--- config.mk ---
export PLATFORM = sky130hd
export DESIGN_NAME = elevator_next_stop_selector
export DESIGN_NICKNAME = d
export VERILOG_FILES = /design/src/design/ensc_pkg.sv /design/src/design/ensc_scan.sv /design/src/design/elevator_next_stop_selector.sv
export VERILOG_INCLUDE_DIRS = /design/src /design/src/design
export SDC_FILE = /design/constraint.sdc
export NUM_CORES = 1
export LEC_CHECK = 0
export CAP_MARGIN = 25
export CORE_ASPECT_RATIO = 0.8
export CORE_MARGIN = 3
export CORE_UTILIZATION = 51
export CTS_BUF_LIST = sky130_fd_sc_hd__clkbuf_2
export DETAILED_ROUTE_END_ITERATION = 8
export DONT_BUFFER_PORTS = 1
export HOLD_SLACK_MARGIN = 0.02
export PLACE_DENSITY = 0.69
export SYNTH_ARGS = -nofsm -noshare
export SYNTH_HDL_FRONTEND = slang
export SYNTH_SLANG_ARGS = --single-unit
export TNS_END_PERCENT = 30
--- constraint.sdc ---
create_clock -name aclk -period 4.5 [get_ports aclk]
set_input_delay 1.35 -clock aclk [delete_from_list [all_inputs] [get_ports aclk]]
set_output_delay 1.35 -clock aclk [all_outputs]
set_load 0.005 [all_outputs]
--- src/design/elevator_next_stop_selector_macros.svh ---
// ----------------------------------------------------------------------------
// Elevator next-stop selector assertion macros
// Concurrent assertion wrappers; they compile away when SYNTHESIS is set.
// ----------------------------------------------------------------------------
`ifndef ELEVATOR_NEXT_STOP_SELECTOR_MACROS_SVH
`define ELEVATOR_NEXT_STOP_SELECTOR_MACROS_SVH

`ifndef SYNTHESIS

// Checked only while reset is released.
`define ENSC_ASSERT_RST(lbl, clk, rstn, prop) \
    lbl: assert property (@(posedge clk) disable iff (!(rstn)) (prop)) \
        else $error("elevator_next_stop_selector assertion failed");

// Checked at every clock edge, reset included.
`define ENSC_ASSERT_CLK(lbl, clk, prop) \
    lbl: assert property (@(posedge clk) (prop)) \
        else $error("elevator_next_stop_selector assertion failed");

`else

`define ENSC_ASSERT_RST(lbl, clk, rstn, prop)
`define ENSC_ASSERT_CLK(lbl, clk, prop)

`endif

`endif

--- src/design/ensc_pkg.sv ---
`default_nettype none
// ----------------------------------------------------------------------------
// Elevator next-stop selector package
// Shared widths, codes and the scan result type.
// ----------------------------------------------------------------------------
package ensc_pkg;

    localparam int FLOORS  = 16;
    localparam int MASK_W  = 16;
    localparam int FLOOR_W = 4;

    localparam logic [1:0] DIR_UP    = 2'd0;
    localparam logic [1:0] DIR_DOWN  = 2'd1;
    localparam logic [1:0] MST_OTHER = 2'd3;

    // Result of the nearest-request search on both sides of the car.
    typedef struct packed {
        logic               here;
        logic               above_found;
        logic [FLOOR_W-1:0] above_floor;
        logic               below_found;
        logic [FLOOR_W-1:0] below_floor;
    } scan_t;

    // Floors that exist in the building; mask bits beyond them are dropped.
    function automatic logic [MASK_W-1:0] valid_floor_mask();
        logic [MASK_W-1:0] m;
        for (int f = 0; f < MASK_W; f++) begin
            m[f] = (f < FLOORS);
        end
        return m;
    endfunction

endpackage
`default_nettype wire

--- src/design/ensc_scan.sv ---
`default_nettype none
// ----------------------------------------------------------------------------
// Elevator request scan
// Finds the nearest request strictly above and strictly below the car floor.
// ----------------------------------------------------------------------------
module ensc_scan
    import ensc_pkg::*;
(
    input  wire logic [MASK_W-1:0]  req,
    input  wire logic [FLOOR_W-1:0] cur,
    output scan_t                   res
);

    logic [MASK_W-1:0] above;
    logic [MASK_W-1:0] below;

    always_comb begin
        for (int f = 0; f < MASK_W; f++) begin
            above[f] = req[f] && (FLOOR_W'(f) > cur);
            below[f] = req[f] && (FLOOR_W'(f) < cur);
        end
    end

    // Lowest set bit above the car, highest set bit below it.
    always_comb begin
        res = '0;
        res.here = req[cur];
        for (int f = MASK_W - 1; f >= 0; f--) begin
            if (above[f]) begin
                res.above_found = 1'b1;
                res.above_floor = FLOOR_W'(f);
            end
        end
        for (int f = 0; f < MASK_W; f++) begin
            if (below[f]) begin
                res.below_found = 1'b1;
                res.below_floor = FLOOR_W'(f);
            end
        end
    end

endmodule
`default_nettype wire

--- src/design/elevator_next_stop_selector.sv ---
// Throughput: one item per cycle while the output is not stalled; the three
// stages (request merge, nearest search, target choice) each hold one item
// and advance independently. Reset (aresetn low, synchronous) empties all
// stages; payload is not cleared.
`default_nettype none
`include "elevator_next_stop_selector_macros.svh"
// ----------------------------------------------------------------------------
// Elevator next-stop selector
// Collective-control scan: next target floor, stop and stopped flags.
// ----------------------------------------------------------------------------
module elevator_next_stop_selector
    import ensc_pkg::*;
(
    input  wire logic        aclk,
    input  wire logic        aresetn,
    input  wire logic        s_tvalid,
    output logic             s_tready,
    // current_floor[3:0], direction[5:4], motion_state[7:6], query_floor[11:8],
    // cabin_mask[27:12], hall_up_mask[43:28], hall_down_mask[59:44], zero[63:60]
    input  wire logic [63:0] s_tdata,
    output logic             m_tvalid,
    input  wire logic        m_tready,
    // target_floor[3:0], target_valid[4], stop_here[5], stopped_here[6], zero[7]
    output logic [7:0]       m_tdata
);

    logic [FLOOR_W-1:0] in_cur;
    logic [1:0]         in_dir;
    logic [1:0]         in_mst;
    logic [FLOOR_W-1:0] in_qf;
    logic [MASK_W-1:0]  in_cab;
    logic [MASK_W-1:0]  in_hup;
    logic [MASK_W-1:0]  in_hdn;

    assign in_cur = s_tdata[3:0];
    assign in_dir = s_tdata[5:4];
    assign in_mst = s_tdata[7:6];
    assign in_qf  = s_tdata[11:8];
    assign in_cab = s_tdata[27:12] & valid_floor_mask();
    assign in_hup = s_tdata[43:28] & valid_floor_mask();
    assign in_hdn = s_tdata[59:44] & valid_floor_mask();

    logic rdy1;
    logic rdy2;
    logic rdy3;

    // Stage 1: merged requests and the query flags.
    logic               v1_reg;
    logic [MASK_W-1:0]  req1_reg;
    logic [FLOOR_W-1:0] cur1_reg;
    logic [1:0]         dir1_reg;
    logic               stop1_reg;
    logic               stopped1_reg;
    logic               stop_next;
    logic               stopped_next;

    // Stage 2: nearest requests on either side.
    logic               v2_reg;
    scan_t              scan_next;
    scan_t              scan2_reg;
    logic [FLOOR_W-1:0] cur2_reg;
    logic [1:0]         dir2_reg;
    logic               stop2_reg;
    logic               stopped2_reg;

    // Stage 3: output register.
    logic               v3_reg;
    logic [FLOOR_W-1:0] target_next;
    logic               found_next;
    logic [FLOOR_W-1:0] target3_reg;
    logic               found3_reg;
    logic               stop3_reg;
    logic               stopped3_reg;

    assign rdy3     = !v3_reg || m_tready;
    assign rdy2     = !v2_reg || rdy3;
    assign rdy1     = !v1_reg || rdy2;
    assign s_tready = rdy1;

    assign stop_next = in_cab[in_qf]
                    || (in_hup[in_qf] && (in_dir == DIR_UP))
                    || (in_hdn[in_qf] && (in_dir == DIR_DOWN));
    assign stopped_next = (in_qf == in_cur) && (in_mst != MST_OTHER);

    always_ff @(posedge aclk) begin
        if (!aresetn) begin
            v1_reg <= 1'b0;
        end else if (rdy1) begin
            v1_reg <= s_tvalid;
        end
        if (rdy1 && s_tvalid) begin
            req1_reg     <= in_cab | in_hup | in_hdn;
            cur1_reg     <= in_cur;
            dir1_reg     <= in_dir;
            stop1_reg    <= stop_next;
            stopped1_reg <= stopped_next;
        end
    end

    ensc_scan u_scan (
        .req (req1_reg),
        .cur (cur1_reg),
        .res (scan_next)
    );

    always_ff @(posedge aclk) begin
        if (!aresetn) begin
            v2_reg <= 1'b0;
        end else if (rdy2) begin
            v2_reg <= v1_reg;
        end
        if (rdy2 && v1_reg) begin
            scan2_reg    <= scan_next;
            cur2_reg     <= cur1_reg;
            dir2_reg     <= dir1_reg;
            stop2_reg    <= stop1_reg;
            stopped2_reg <= stopped1_reg;
        end
    end

    // Direction of travel wins, then a request at the car floor, then the nearest
    // request; a tie between a floor below and one above goes to the one below.
    always_comb begin
        logic [FLOOR_W-1:0] dist_up;
        logic [FLOOR_W-1:0] dist_dn;
        dist_up     = scan2_reg.above_floor - cur2_reg;
        dist_dn     = cur2_reg - scan2_reg.below_floor;
        found_next  = scan2_reg.here || scan2_reg.above_found || scan2_reg.below_found;
        target_next = '0;
        if ((dir2_reg == DIR_UP) && scan2_reg.above_found) begin
            target_next = scan2_reg.above_floor;
        end else if ((dir2_reg == DIR_DOWN) && scan2_reg.below_found) begin
            target_next = scan2_reg.below_floor;
        end else if (scan2_reg.here) begin
            target_next = cur2_reg;
        end else if (scan2_reg.below_found
                     && (!scan2_reg.above_found || (dist_dn <= dist_up))) begin
            target_next = scan2_reg.below_floor;
        end else if (scan2_reg.above_found) begin
            target_next = scan2_reg.above_floor;
        end
    end

    always_ff @(posedge aclk) begin
        if (!aresetn) begin
            v3_reg <= 1'b0;
        end else if (rdy3) begin
            v3_reg <= v2_reg;
        end
        if (rdy3 && v2_reg) begin
            target3_reg  <= target_next;
            found3_reg   <= found_next;
            stop3_reg    <= stop2_reg;
            stopped3_reg <= stopped2_reg;
        end
    end

    assign m_tvalid = v3_reg;
    assign m_tdata  = {1'b0, stopped3_reg, stop3_reg, found3_reg, target3_reg};

    `ENSC_ASSERT_CLK(a_reset_empties, aclk, !aresetn |=> !m_tvalid)
    `ENSC_ASSERT_RST(a_empty_out_accepts, aclk, aresetn, !m_tvalid |-> s_tready)
    `ENSC_ASSERT_RST(a_above_is_above, aclk, aresetn,
        (v2_reg && scan2_reg.above_found) |-> (scan2_reg.above_floor > cur2_reg))
    `ENSC_ASSERT_RST(a_below_is_below, aclk, aresetn,
        (v2_reg && scan2_reg.below_found) |-> (scan2_reg.below_floor < cur2_reg))
    `ENSC_ASSERT_RST(a_no_target_zero, aclk, aresetn,
        (m_tvalid && !found3_reg) |-> (target3_reg == '0))

endmodule
`default_nettype wire
After elaboration in Yosys (flattened, before gate mapping). Index checks and enable logic that the tools add are counted.

Add/subtract/negate cells: 2. $mul: 0. Divide/modulo/power cells: 0. $lt $le $gt $ge: 35. Equal/unequal tests: 4. Shift-type cells: 0. Muxes and demuxes: 43. Bitwise logic cells: 2. Reduce and logical (&&, ||, !) cells: 63.

Operators by type and width (count): 4-bit 2-to-1 mux (19); 1-bit logical AND (41); 4-bit greater-than comparator, first input constant (8); 4-bit less-than comparator, first input constant (8); 16-bit OR (2); 15-bit OR reduction (2); 3-bit 2-to-1 mux (8); 1-bit binary-select mux with 4-bit select (4); 3-bit by 4-bit greater-than comparator with 1-bit output, first input constant (4); 3-bit by 4-bit less-than comparator with 1-bit output, first input constant (4); 8-bit OR reduction (2); 4-bit by 5-bit less-than comparator with 1-bit output, second input constant (2); 5-bit 2-to-1 mux (2); 1-bit by 4-bit greater-than comparator with 1-bit output, first input constant (2); 2-bit by 4-bit greater-than comparator with 1-bit output, first input constant (2); 1-bit logical OR (8); 1-bit by 4-bit less-than comparator with 1-bit output, first input constant (2); 2-bit by 4-bit less-than comparator with 1-bit output, first input constant (2); 2-bit 2-to-1 mux (4); 4-bit OR reduction (2); 4-bit subtractor (2); 1-bit 2-to-1 mux (6); 2-bit by 1-bit == test with 1-bit output, second input constant (2); 4-bit == test (1); 5 further kinds (10).

Register bits after elaboration: 53. Latch bits: 0. Bits in writable memories: 0. ROM bits: 0. Bits of input ports: 68. Output and inout port bits: 10. Logic and storage cells: 176. Memories: 0.

Longest topological paths before layout. Gate-level depths: netlist of the first run.

Depth in word-level cells: 17. Gate-level depth with buffers: 12.

By module. From an unflattened synthesis of the first run, not the netlist that was laid out.

Cells, all modules: 371. Area total of the unflattened synthesis: 3812.4 µm².

By module, submodules not included: elevator_next_stop_selector (times used 1, cells each 220, area an instance 2816.5 µm²); ensc_scan (times used 1, cells each 151, area an instance 996.0 µm²).

Worst setup path after synthesis of the first run. No wires, ideal clock.

Path kind: input-to-reg. Start: in m_tready. End: reg cur2_reg[0], enable pin. Library setup time: 424 ps. Arrival: 2883 ps. Setup slack: 1192 ps. Stages: 2. Buffers on the path: 0. Path through: nor2b_1 -> a21boi_0.

Cells in the longest elaborated chain, start to end: 3.

Ends and longest elaborated chain: start, declared (line elevator_next_stop_selector.sv:22) `input wire logic m_tready,`; 1-bit logical OR (line elevator_next_stop_selector.sv:75) `assign rdy3 = !v3_reg || m_tready;`; 1-bit logical OR (line elevator_next_stop_selector.sv:76) `assign rdy2 = !v2_reg || rdy3;`; 1-bit logical AND (line elevator_next_stop_selector.sv:112) `if (rdy2 && v1_reg) begin`; end signal, assigned (line elevator_next_stop_selector.sv:114) `cur2_reg <= cur1_reg;`; end, declared (line elevator_next_stop_selector.sv:61) `logic [FLOOR_W-1:0] cur2_reg;`.

Every way passes these cells. A chain may end at the register's enable or synchronous reset.

Worst setup path after layout of the first run.
Start: in m_tready. End: out s_tready.

Cells in the longest elaborated chain, start to end: 3.

Ends and longest elaborated chain: 1-bit logical OR (line elevator_next_stop_selector.sv:75); 1-bit logical OR (line elevator_next_stop_selector.sv:76); 1-bit logical OR (line elevator_next_stop_selector.sv:77) `assign rdy1 = !v1_reg || rdy2;`; end, declared (line elevator_next_stop_selector.sv:17) `output logic s_tready,`.

Every way passes these cells.

==> results by stage, run 1 <==
Outcome:
- The flow ran to the end, and the final reports show no timing, DRC or antenna violations.

STA:
- Based on the critical path, the design can be clocked at up to 312 MHz.
- The transition time at the pin with the least slew margin is between 900 and 1000 ps.
- Once routing completed, OpenROAD measured the worst setup slack at between 1000 and 1500 ps.
- The minimum clock period is approximately 3200 ps.
- The post-route worst hold slack is ~460 ps.
- The total count of max-transition violations in the final report is 0.
- The sum of negative setup slack is 0 ps.
- Setup repair after global routing left no endpoint under its margin.
- The total setup violations reported at the end of the flow is 0.
- The clock arrives with between 20 and 25 ps of skew.
- The worst slew slack as a fraction of its limit is between 30% and 40%.
- In the finished design, the share of the clock period the worst path needs comes to 71.2%.
- The final count of hold timing violations is 0.

Routing:
- The routed layout has just under 3000 vias.
- The number of design rule violations left after detail routing is 0.
- The detail route stage leaves a number of antenna-violating nets equal to 0.
- The number of DRC violations after detailed-routing iteration 0 is between 300 and 400.
- The via-per-instance ratio is about 6.5.
- The routed wire length is 7960 um.
- In the final routed layout, each cell accounts on average for approximately 18 um.
- The first detailed-routing pass ran for 5 iterations.

Clock tree:
- TritonCTS built the clock tree.
- The cell sitting at the root of the clock tree is a sky130_fd_sc_hd__clkbuf_2.
- The clock drives 53 sinks.
- The clock tree synthesis step divided the H-tree into 2 levels.
- After clock tree synthesis, the setup repair step added 0 buffers.
- The number of buffers added by the clock tree synthesis step is 5.
- After clock tree synthesis, the repair step resized 0 gates.
- The clock passes through at most 2 buffers.
- The clock latency reported for the late side of the worst-skew pair is roughly 450 ps.
- The number of hold-repair buffers added at the cts stage is 0.
- The clock transition time at the flip-flop clock pins of the worst setup and hold paths is ~280 ps.

Die:
- The number of top-level pins is 78.
- After floorplanning, the core was divided into 27 placement rows.
- Once the floorplan was initialized, standard cells occupied between 50 and 60% of the core.
- The x dimension of the die is just over 100 um.
- The area of the core is ~7000 um2.
- The die boundary height is slightly above 80 um.
- The die footprint is roughly 8400 um2.

Critical path:
- The signal on the critical path passes through nor2b_1 > nand3_1.
- For the worst setup path, the data required time is roughly 3200 ps.
- The number of buffer and inverter stages on the critical path is 0.
- The data arrival time at the worst-slack endpoint is 1860 ps.
- The worst setup path category is in -> out.
- Along the worst path, the maximum fanout reaches 6.
- The slowest stage of the critical path belongs to the cell sky130_fd_sc_hd__nor2b_1.
- The delay of the slowest cell on the worst path is roughly 320 ps.
- The critical path capture point type is a primary output.
- The top cell family by delay on the critical path is simple AND/OR/NAND/NOR gates.
- The worst setup path is launched from an input pin.

Synth:
- The number of standard cells after synthesis is ~370.
- The most used flip-flop cell after synthesis is sky130_fd_sc_hd__edfxtp_1.
- Sequential cells were found to cover between 40% and 50% of the synthesized design area.
- The netlist area before placement is 3740 um2.
- The number of nets produced by synthesis is 453.
- After synthesis, the netlist uses 58 different library cells.
- The average footprint of a synthesized cell is around 10 um2.
- During synthesis, Yosys emitted a total of 0 warnings.
- Counting flops with a built-in enable in the synthesized netlist gives 50.
- The synthesized design contains 53 register bits.
- The share of flip-flops with an asynchronous set or reset after synthesis is 0%.

GRT:
- The number of global-route vias before repair is 2786.
- The overall global routing resource usage is about a fifth.
- The wire length of the first global-routing pass is between 10000 and 15000 um.
- The sum of overflow across all layers after global routing is 0.
- The maximum number of pins on one net before global-route repair is 30.
- The number of antenna violations at the first check in global routing came to 0.

Place:
- The placer congestion estimate is approximately 0.85.
- In this run the tool buffered the top-level ports with 0 buffer cells.
- After legalization and detailed placement, the total HPWL measured slightly above 6000 um.
- The worst slack after detailed placement is 1300 ps.

Pwr:
- The total design power is around 1.1 mW.
- VDD sags by at most approximately 0.12 mV.
- In this run the power density over the cells is 291 nW/um2.
- The leakage power figure is around 1.4 nW.

Finish:
- The area overhead of the layout relative to synthesis is 0.969%.
- Leaving out fill and tap cells, the most frequent cell in the layout is sky130_fd_sc_hd__edfxtp_1.
- The top cell types in the final layout, fill and taps aside, are 50 x sky130_fd_sc_hd__edfxtp_1, 25 x sky130_fd_sc_hd__a21oi_1, 22 x sky130_fd_sc_hd__or3_1, 22 x sky130_fd_sc_hd__mux2i_1, 21 x sky130_fd_sc_hd__nor2_1.
- The number of flip-flops in the largest register is 16.
- The share of final-layout standard cells stronger than drive strength 1 is 6.72%.
- After the last flow step, the layout net total stands at 436.
- The share of the core filled with cells is approximately 54%.
- The number of antenna diodes in the final layout is 0.

Worst hold path:
- The worst hold path belongs to the class reg -> reg.

Flow run:
- The reported max-cap violation count is 0.
-- worst paths after layout --
path                                        startpoint                        to  slack, ps  depth (start not counted)
worst max-delay path                          m_tready                  s_tready       1290                          2
worst min-delay path            stopped1_reg$_DFFE_PP_    stopped2_reg$_DFFE_PP_        460                          0
worst min register to register  stopped1_reg$_DFFE_PP_    stopped2_reg$_DFFE_PP_        460                          0
worst max register to register  scan2_reg[5]$_DFFE_PP_  target3_reg[0]$_DFFE_PP_       1860                         11
-- metrics by stage --
stage / cell area, um2 / cells
final: 3780 / 444
after global routing: 3780 / 444
after CTS: 3780 / 444
after detailed placement: 3730 / 436
after global placement: 3730 / 436
after floorplan: 3740 / 373
-- cells by family after synthesis --
| group | count (synthesis) | synth area share, % |
|---|---|---|
| AND/OR/NAND/NOR | 115 | 16.2 |
| AO/OA/AOI/OAI | 110 | 20.0 |
| flip-flops | 53 | 41.7 |
| buffers and inverters | 44 | 5.75 |
| multiplexers | 28 | 9.49 |
| adder cells (fa/ha/maj) | 12 | 4.41 |
| XOR/XNOR | 10 | 2.34 |
| other | 1 | 0.100 |
-- layout make-up --
| class | count | area, um2 |
|---|---|---|
| fillers | 619 | 3210 |
| multi-input cells | 276 | 1970 |
| flip-flops and latches | 53 | 1560 |
| well taps | 87 | 109 |
| inverters | 18 | 67.6 |
| clock inverters | 3 | 28.8 |
| clock buffers | 5 | 25.0 |
| repair buffers | 2 | 15.0 |
-- metal layers --
| layer | GRT usage (%) | share of wire [%] |
|---|---|---|
| met3 | 4.28 | 9.6 |
| met4 | 3.72 | 0.74 |
| met5 | 0 | 0 |
| met1 | 27.3 | 42 |
| met2 | 33.5 | 47 |
-- Yosys cell counts, types with 3 or more instances --
master,instances,area (um2)
sky130_fd_sc_hd__nor2_1,21,78.8
sky130_fd_sc_hd__buf_6,3,33.8
sky130_fd_sc_hd__a211o_1,3,26.3
sky130_fd_sc_hd__o221ai_1,3,26.3
sky130_fd_sc_hd__buf_4,4,30.0
sky130_fd_sc_hd__a31oi_1,4,25.0
sky130_fd_sc_hd__o2bb2ai_1,6,52.6
sky130_fd_sc_hd__nor3_1,7,35.0
sky130_fd_sc_hd__buf_2,10,50.1
sky130_fd_sc_hd__mux4_2,6,135
sky130_fd_sc_hd__a211oi_2,3,37.5
sky130_fd_sc_hd__nor2b_1,14,87.6
sky130_fd_sc_hd__a21oi_1,25,125
sky130_fd_sc_hd__a211oi_1,3,22.5
sky130_fd_sc_hd__o21ai_1,7,35.0
sky130_fd_sc_hd__xor2_1,3,26.3
sky130_fd_sc_hd__and3_1,3,18.8
sky130_fd_sc_hd__nand2b_1,4,25.0
sky130_fd_sc_hd__o22ai_1,9,56.3
sky130_fd_sc_hd__o21ai_0,13,65.1
sky130_fd_sc_hd__nand3b_1,3,22.5
sky130_fd_sc_hd__o211ai_1,5,37.5
sky130_fd_sc_hd__or3_1,22,138
sky130_fd_sc_hd__xnor2_1,7,61.3
sky130_fd_sc_hd__ha_1,10,125
sky130_fd_sc_hd__clkbuf_1,9,33.8
sky130_fd_sc_hd__a21o_1,4,30.0
sky130_fd_sc_hd__nand2_1,18,67.6
sky130_fd_sc_hd__mux2i_1,22,220
sky130_fd_sc_hd__a32oi_1,3,26.3
sky130_fd_sc_hd__nand3_1,12,60.1
sky130_fd_sc_hd__a21boi_0,3,22.5
sky130_fd_sc_hd__o21a_1,4,30.0
sky130_fd_sc_hd__dfxtp_1,3,60.1
sky130_fd_sc_hd__edfxtp_1,50,1500
sky130_fd_sc_hd__inv_1,16,60.1
-- report_power, final --
group	switching [mW]	internal [mW]
registers	0.0524	0.582
clock network	0.162	0.0464
logic	0.134	0.125
(Power assumes the default switching activity.)
==> run 2: changes to the inputs <==
==> constraint.sdc (replaced) <==
create_clock -name aclk -period 3.2 [get_ports aclk]
set_input_delay 0.96 -clock aclk [delete_from_list [all_inputs] [get_ports aclk]]
set_output_delay 0.96 -clock aclk [all_outputs]
set_load 0.005 [all_outputs]
==> run 2 against run 1 <==
- setup slack got worse by 750 ps
- clock power rose by 39%
- clock-buffer cell count did not move
- sequential share of layout area fell by 0.16 points
- global-route usage rose by 0.12 points
- die area did not move
- critical path type is now reg -> reg
- critical endpoint is now target3_reg[3]$_DFFE_PP_
==> results by stage, run 2 (synthesis results as in run 1) <==
Worst hold path:
- The depth of the worst hold-timing path came to 0 (unchanged).
- For hold timing, the worst endpoint is stopped3_reg$_DFFE_PP_.
- In this run the most critical hold path is launched from stopped2_reg$_DFFE_PP_.
- The path type of the worst min-delay path is reg -> reg.

Die:
- The effective utilization at floorplan is 53.5% (unchanged).
- The die footprint is 8410 um2 (unchanged).
- The area of the core is 6990 um2 (unchanged).
- The count of standard-cell rows came to 27 (unchanged).
- The x dimension of the die was 102 um (unchanged).
- The die boundary height came to 82.6 um (unchanged).
- The number of top-level pins is 78 (unchanged).

Critical path:
- The worst-case register-to-register setup slack came to 540 ps (-1320 ps).
- The element type at the critical path start is a flop.
- The capture instance of the worst register-to-register path is target3_reg[3]$_DFFE_PP_.
- The worst setup path category is reg -> reg.
- The beginning of the worst register-to-register path is cur2_reg[1]$_DFFE_PP_.
- The delay of the slowest cell on the worst path is 510 ps (+190 ps).
- The worst-path cell with the longest stage delay is sky130_fd_sc_hd__edfxtp_1.
- Walking the worst path, the cells encountered are inv_1 > ha_1 > a21o_1 > a21oi_1 > xnor2_1 > ha_1 > nand4_1 > nand2_1 > a21oi_1 > nor3_1 > nor3_1.
- The critical path capture point type is a flop.
- The data arrival time at the worst-slack endpoint is 2930 ps (+1070 ps).
- The top fanout value on the critical path is 4 (-2).
- The count of cells along the worst register-to-register path is 11 (unchanged).
- The data required time at the worst endpoint was 3470 ps (+320 ps).

Clock tree:
- The number of hold-repair buffers added at the cts stage is 0 (unchanged).
- The clock latency reported for the late side of the worst-skew pair is 430 ps (-20 ps).
- In this run the clock root is driven by a sky130_fd_sc_hd__clkbuf_2.
- The number of H-tree levels is 2 (unchanged).
- The clock tree from TritonCTS is yes.
- The maximum clock path buffer count came to 2 (unchanged).
- The sink count of the clock tree is 53 (unchanged).
- The number of buffers added by the clock tree synthesis step is 5 (unchanged).
- The number of gates resized after CTS was 0 (unchanged).
- The clock transition time at the flip-flop clock pins of the worst setup and hold paths is 280 ps (about the same).
- The number of post-CTS setup repair buffers was 0 (unchanged).

Pwr:
- The maximum vdd ir drop came to 0.162 mV (+40%).
- The power per cell area is 409 nW/um2 (+40%).
- The leakage power figure is 1.37 nW (+0.71%).

GRT:
- The sum of overflow across all layers after global routing was 0 (unchanged).
- The number of global-route vias before repair came to 2883 (+3.5%).
- The maximum number of pins on one net before global-route repair is 30 (unchanged).
- The overall global routing resource usage is 20.2% (+0.12 points).
- The number of antenna violations at the first check in global routing is 0 (unchanged).
- The wire length of the first global-routing pass is 13300 um (+0.84%).

Routing:
- The count of antenna-violating nets left after detailed routing is 0 (unchanged).
- The via-per-instance ratio is 6.48 (-0.31%).
- The number of DRC violations after detailed-routing iteration 0 is 256 (-24%).
- The iteration count of the initial detailed-routing pass is 5 (unchanged).
- The number of design rule violations left after detail routing is 0 (unchanged).
- The total via count in the routed design came to 2891 (+0.14%).
- The average wire per standard cell is 18.2 um (+1.2%).
- The routed wire length is 8100 um (+1.7%).

Finish:
- The share of final-layout standard cells stronger than drive strength 1 is 7.24% (+0.52 points).
- The number of flip-flops in the largest register is 16 (unchanged).
- The most common cell after layout, fill and taps aside is sky130_fd_sc_hd__edfxtp_1.
- The area of all placed cells without fillers is 3790 um2 (+0.40%).
- The area growth from synthesis to layout is 1.37%.
- The number of inserted filler cells in the final layout is 606 (-2.1%).
- The number of antenna repair diodes is 0 (unchanged).
- In the layout the commonest cells are 50 x sky130_fd_sc_hd__edfxtp_1, 25 x sky130_fd_sc_hd__a21oi_1, 22 x sky130_fd_sc_hd__or3_1, 22 x sky130_fd_sc_hd__mux2i_1, 21 x sky130_fd_sc_hd__nor2_1.
- The number of nets in the layout was 438 (+0.46%).

STA:
- The transition time at the pin with the least slew margin came to 982 ps (-4.16 ps).
- After layout, the worst path uses approximately 83% of the clock period.
- The final setup slack of the worst path is 545 ps (-749 ps).
- The final count of hold timing violations is 0 (unchanged).
- The sum of negative setup slack came to 0 ps (unchanged).
- The worst slew slack as a fraction of its limit was 34.5% (+0.28 points).
- For the finished layout, the period the worst path requires is approximately 2700 ps.
- For this run, the top clock speed supported by timing is about 380 MHz.
- Setup repair after global routing left no endpoint under its margin.
- The clock tree skew after final layout is 14.6 ps (-9.38 ps).
- The total setup violations reported at the end of the flow is 0 (unchanged).
- The total count of max-transition violations in the final report is 0 (unchanged).

Outcome:
- The run finished with clean final reports.

Flow run:
- The reported max-cap violation count was 0 (unchanged).

Place:
- The worst slack after detailed placement is 590 ps (-707 ps).
- The cell area after placement is 3740 um2 (+0.40%).
- The placer congestion estimate came to 0.879 (+3.3%).
- The placed wire-length estimate is 6250 um (+1.4%).
- The quantity of I/O buffers inserted on ports is 0 (unchanged).
## run 2: cell count changes in the layout (fill, tap and decap cells not counted), sizes merged
cell  previous run  this run
buf              2         4
## run 2: power by group
group / leakage (nW) / internal, mW / total, mW / switching [mW]
clock: 0.0355 / 0.0652 / 0.289 / 0.223
sequential: 0.496 / 0.818 / 0.886 / 0.0680
combinational: 0.834 / 0.179 / 0.376 / 0.197
total: 1.37 / 1.06 / 1.55 / 0.488
## run 2: metrics by stage
stage          hold slack, ps  total power [mW]  util [%]  cells
6_report                  465              1.55      54.3    446
5_1_grt                   488              1.65      54.3    446
4_1_cts                   468              1.56      54.3    446
3_5_place_dp              408              1.27      53.5    438
3_3_place_gp              405              1.26      53.5    438
2_1_floorplan             400              1.20         -    373
## run 2: final cells by class
cell class                      instances  area [um2]  area share, %
Tap cell                               87         109           2.87
Multi-Input combinational cell        276        1970           52.0
Timing Repair Buffer                    4        30.0          0.791
Sequential cell                        53        1560           41.1
Clock buffer                            5        25.0          0.659
Inverter                               18        67.6           1.78
Clock inverter                          3        28.8          0.758
## run 2: worst max-delay path by stage
stage,startpoint,endpoint,slack [ps]
6_report,cur2_reg[1]$_DFFE_PP_,target3_reg[3]$_DFFE_PP_,540
5_1_grt,cur2_reg[1]$_DFFE_PP_,target3_reg[3]$_DFFE_PP_,350
4_1_cts,scan2_reg[5]$_DFFE_PP_,target3_reg[0]$_DFFE_PP_,550
3_5_place_dp,scan2_reg[5]$_DFFE_PP_,target3_reg[0]$_DFFE_PP_,590
3_3_place_gp,scan2_reg[5]$_DFFE_PP_,target3_reg[0]$_DFFE_PP_,680
2_1_floorplan,m_tready,cur2_reg[0]$_DFFE_PP_,280
## run 2: critical path, delay by kind of cell, from the launching register on
family                     cells  cell delay (ps)
xor gates and xnor gates       1              140
DFF                            1              510
buffers and inverters          1              160
adders and majority gates      2              520
AOI/OAI and AO/OA              3              700
and+or+nand+nor                4              490
## run 2: per-layer routing
layer	wire length (um)	part of all wire [%]	GRT usage (%)
met5	0	0	0
met2	3900	48	34.7
met4	123	1.5	5.18
met3	667	8.2	4.87
met1	3410	42	25.8
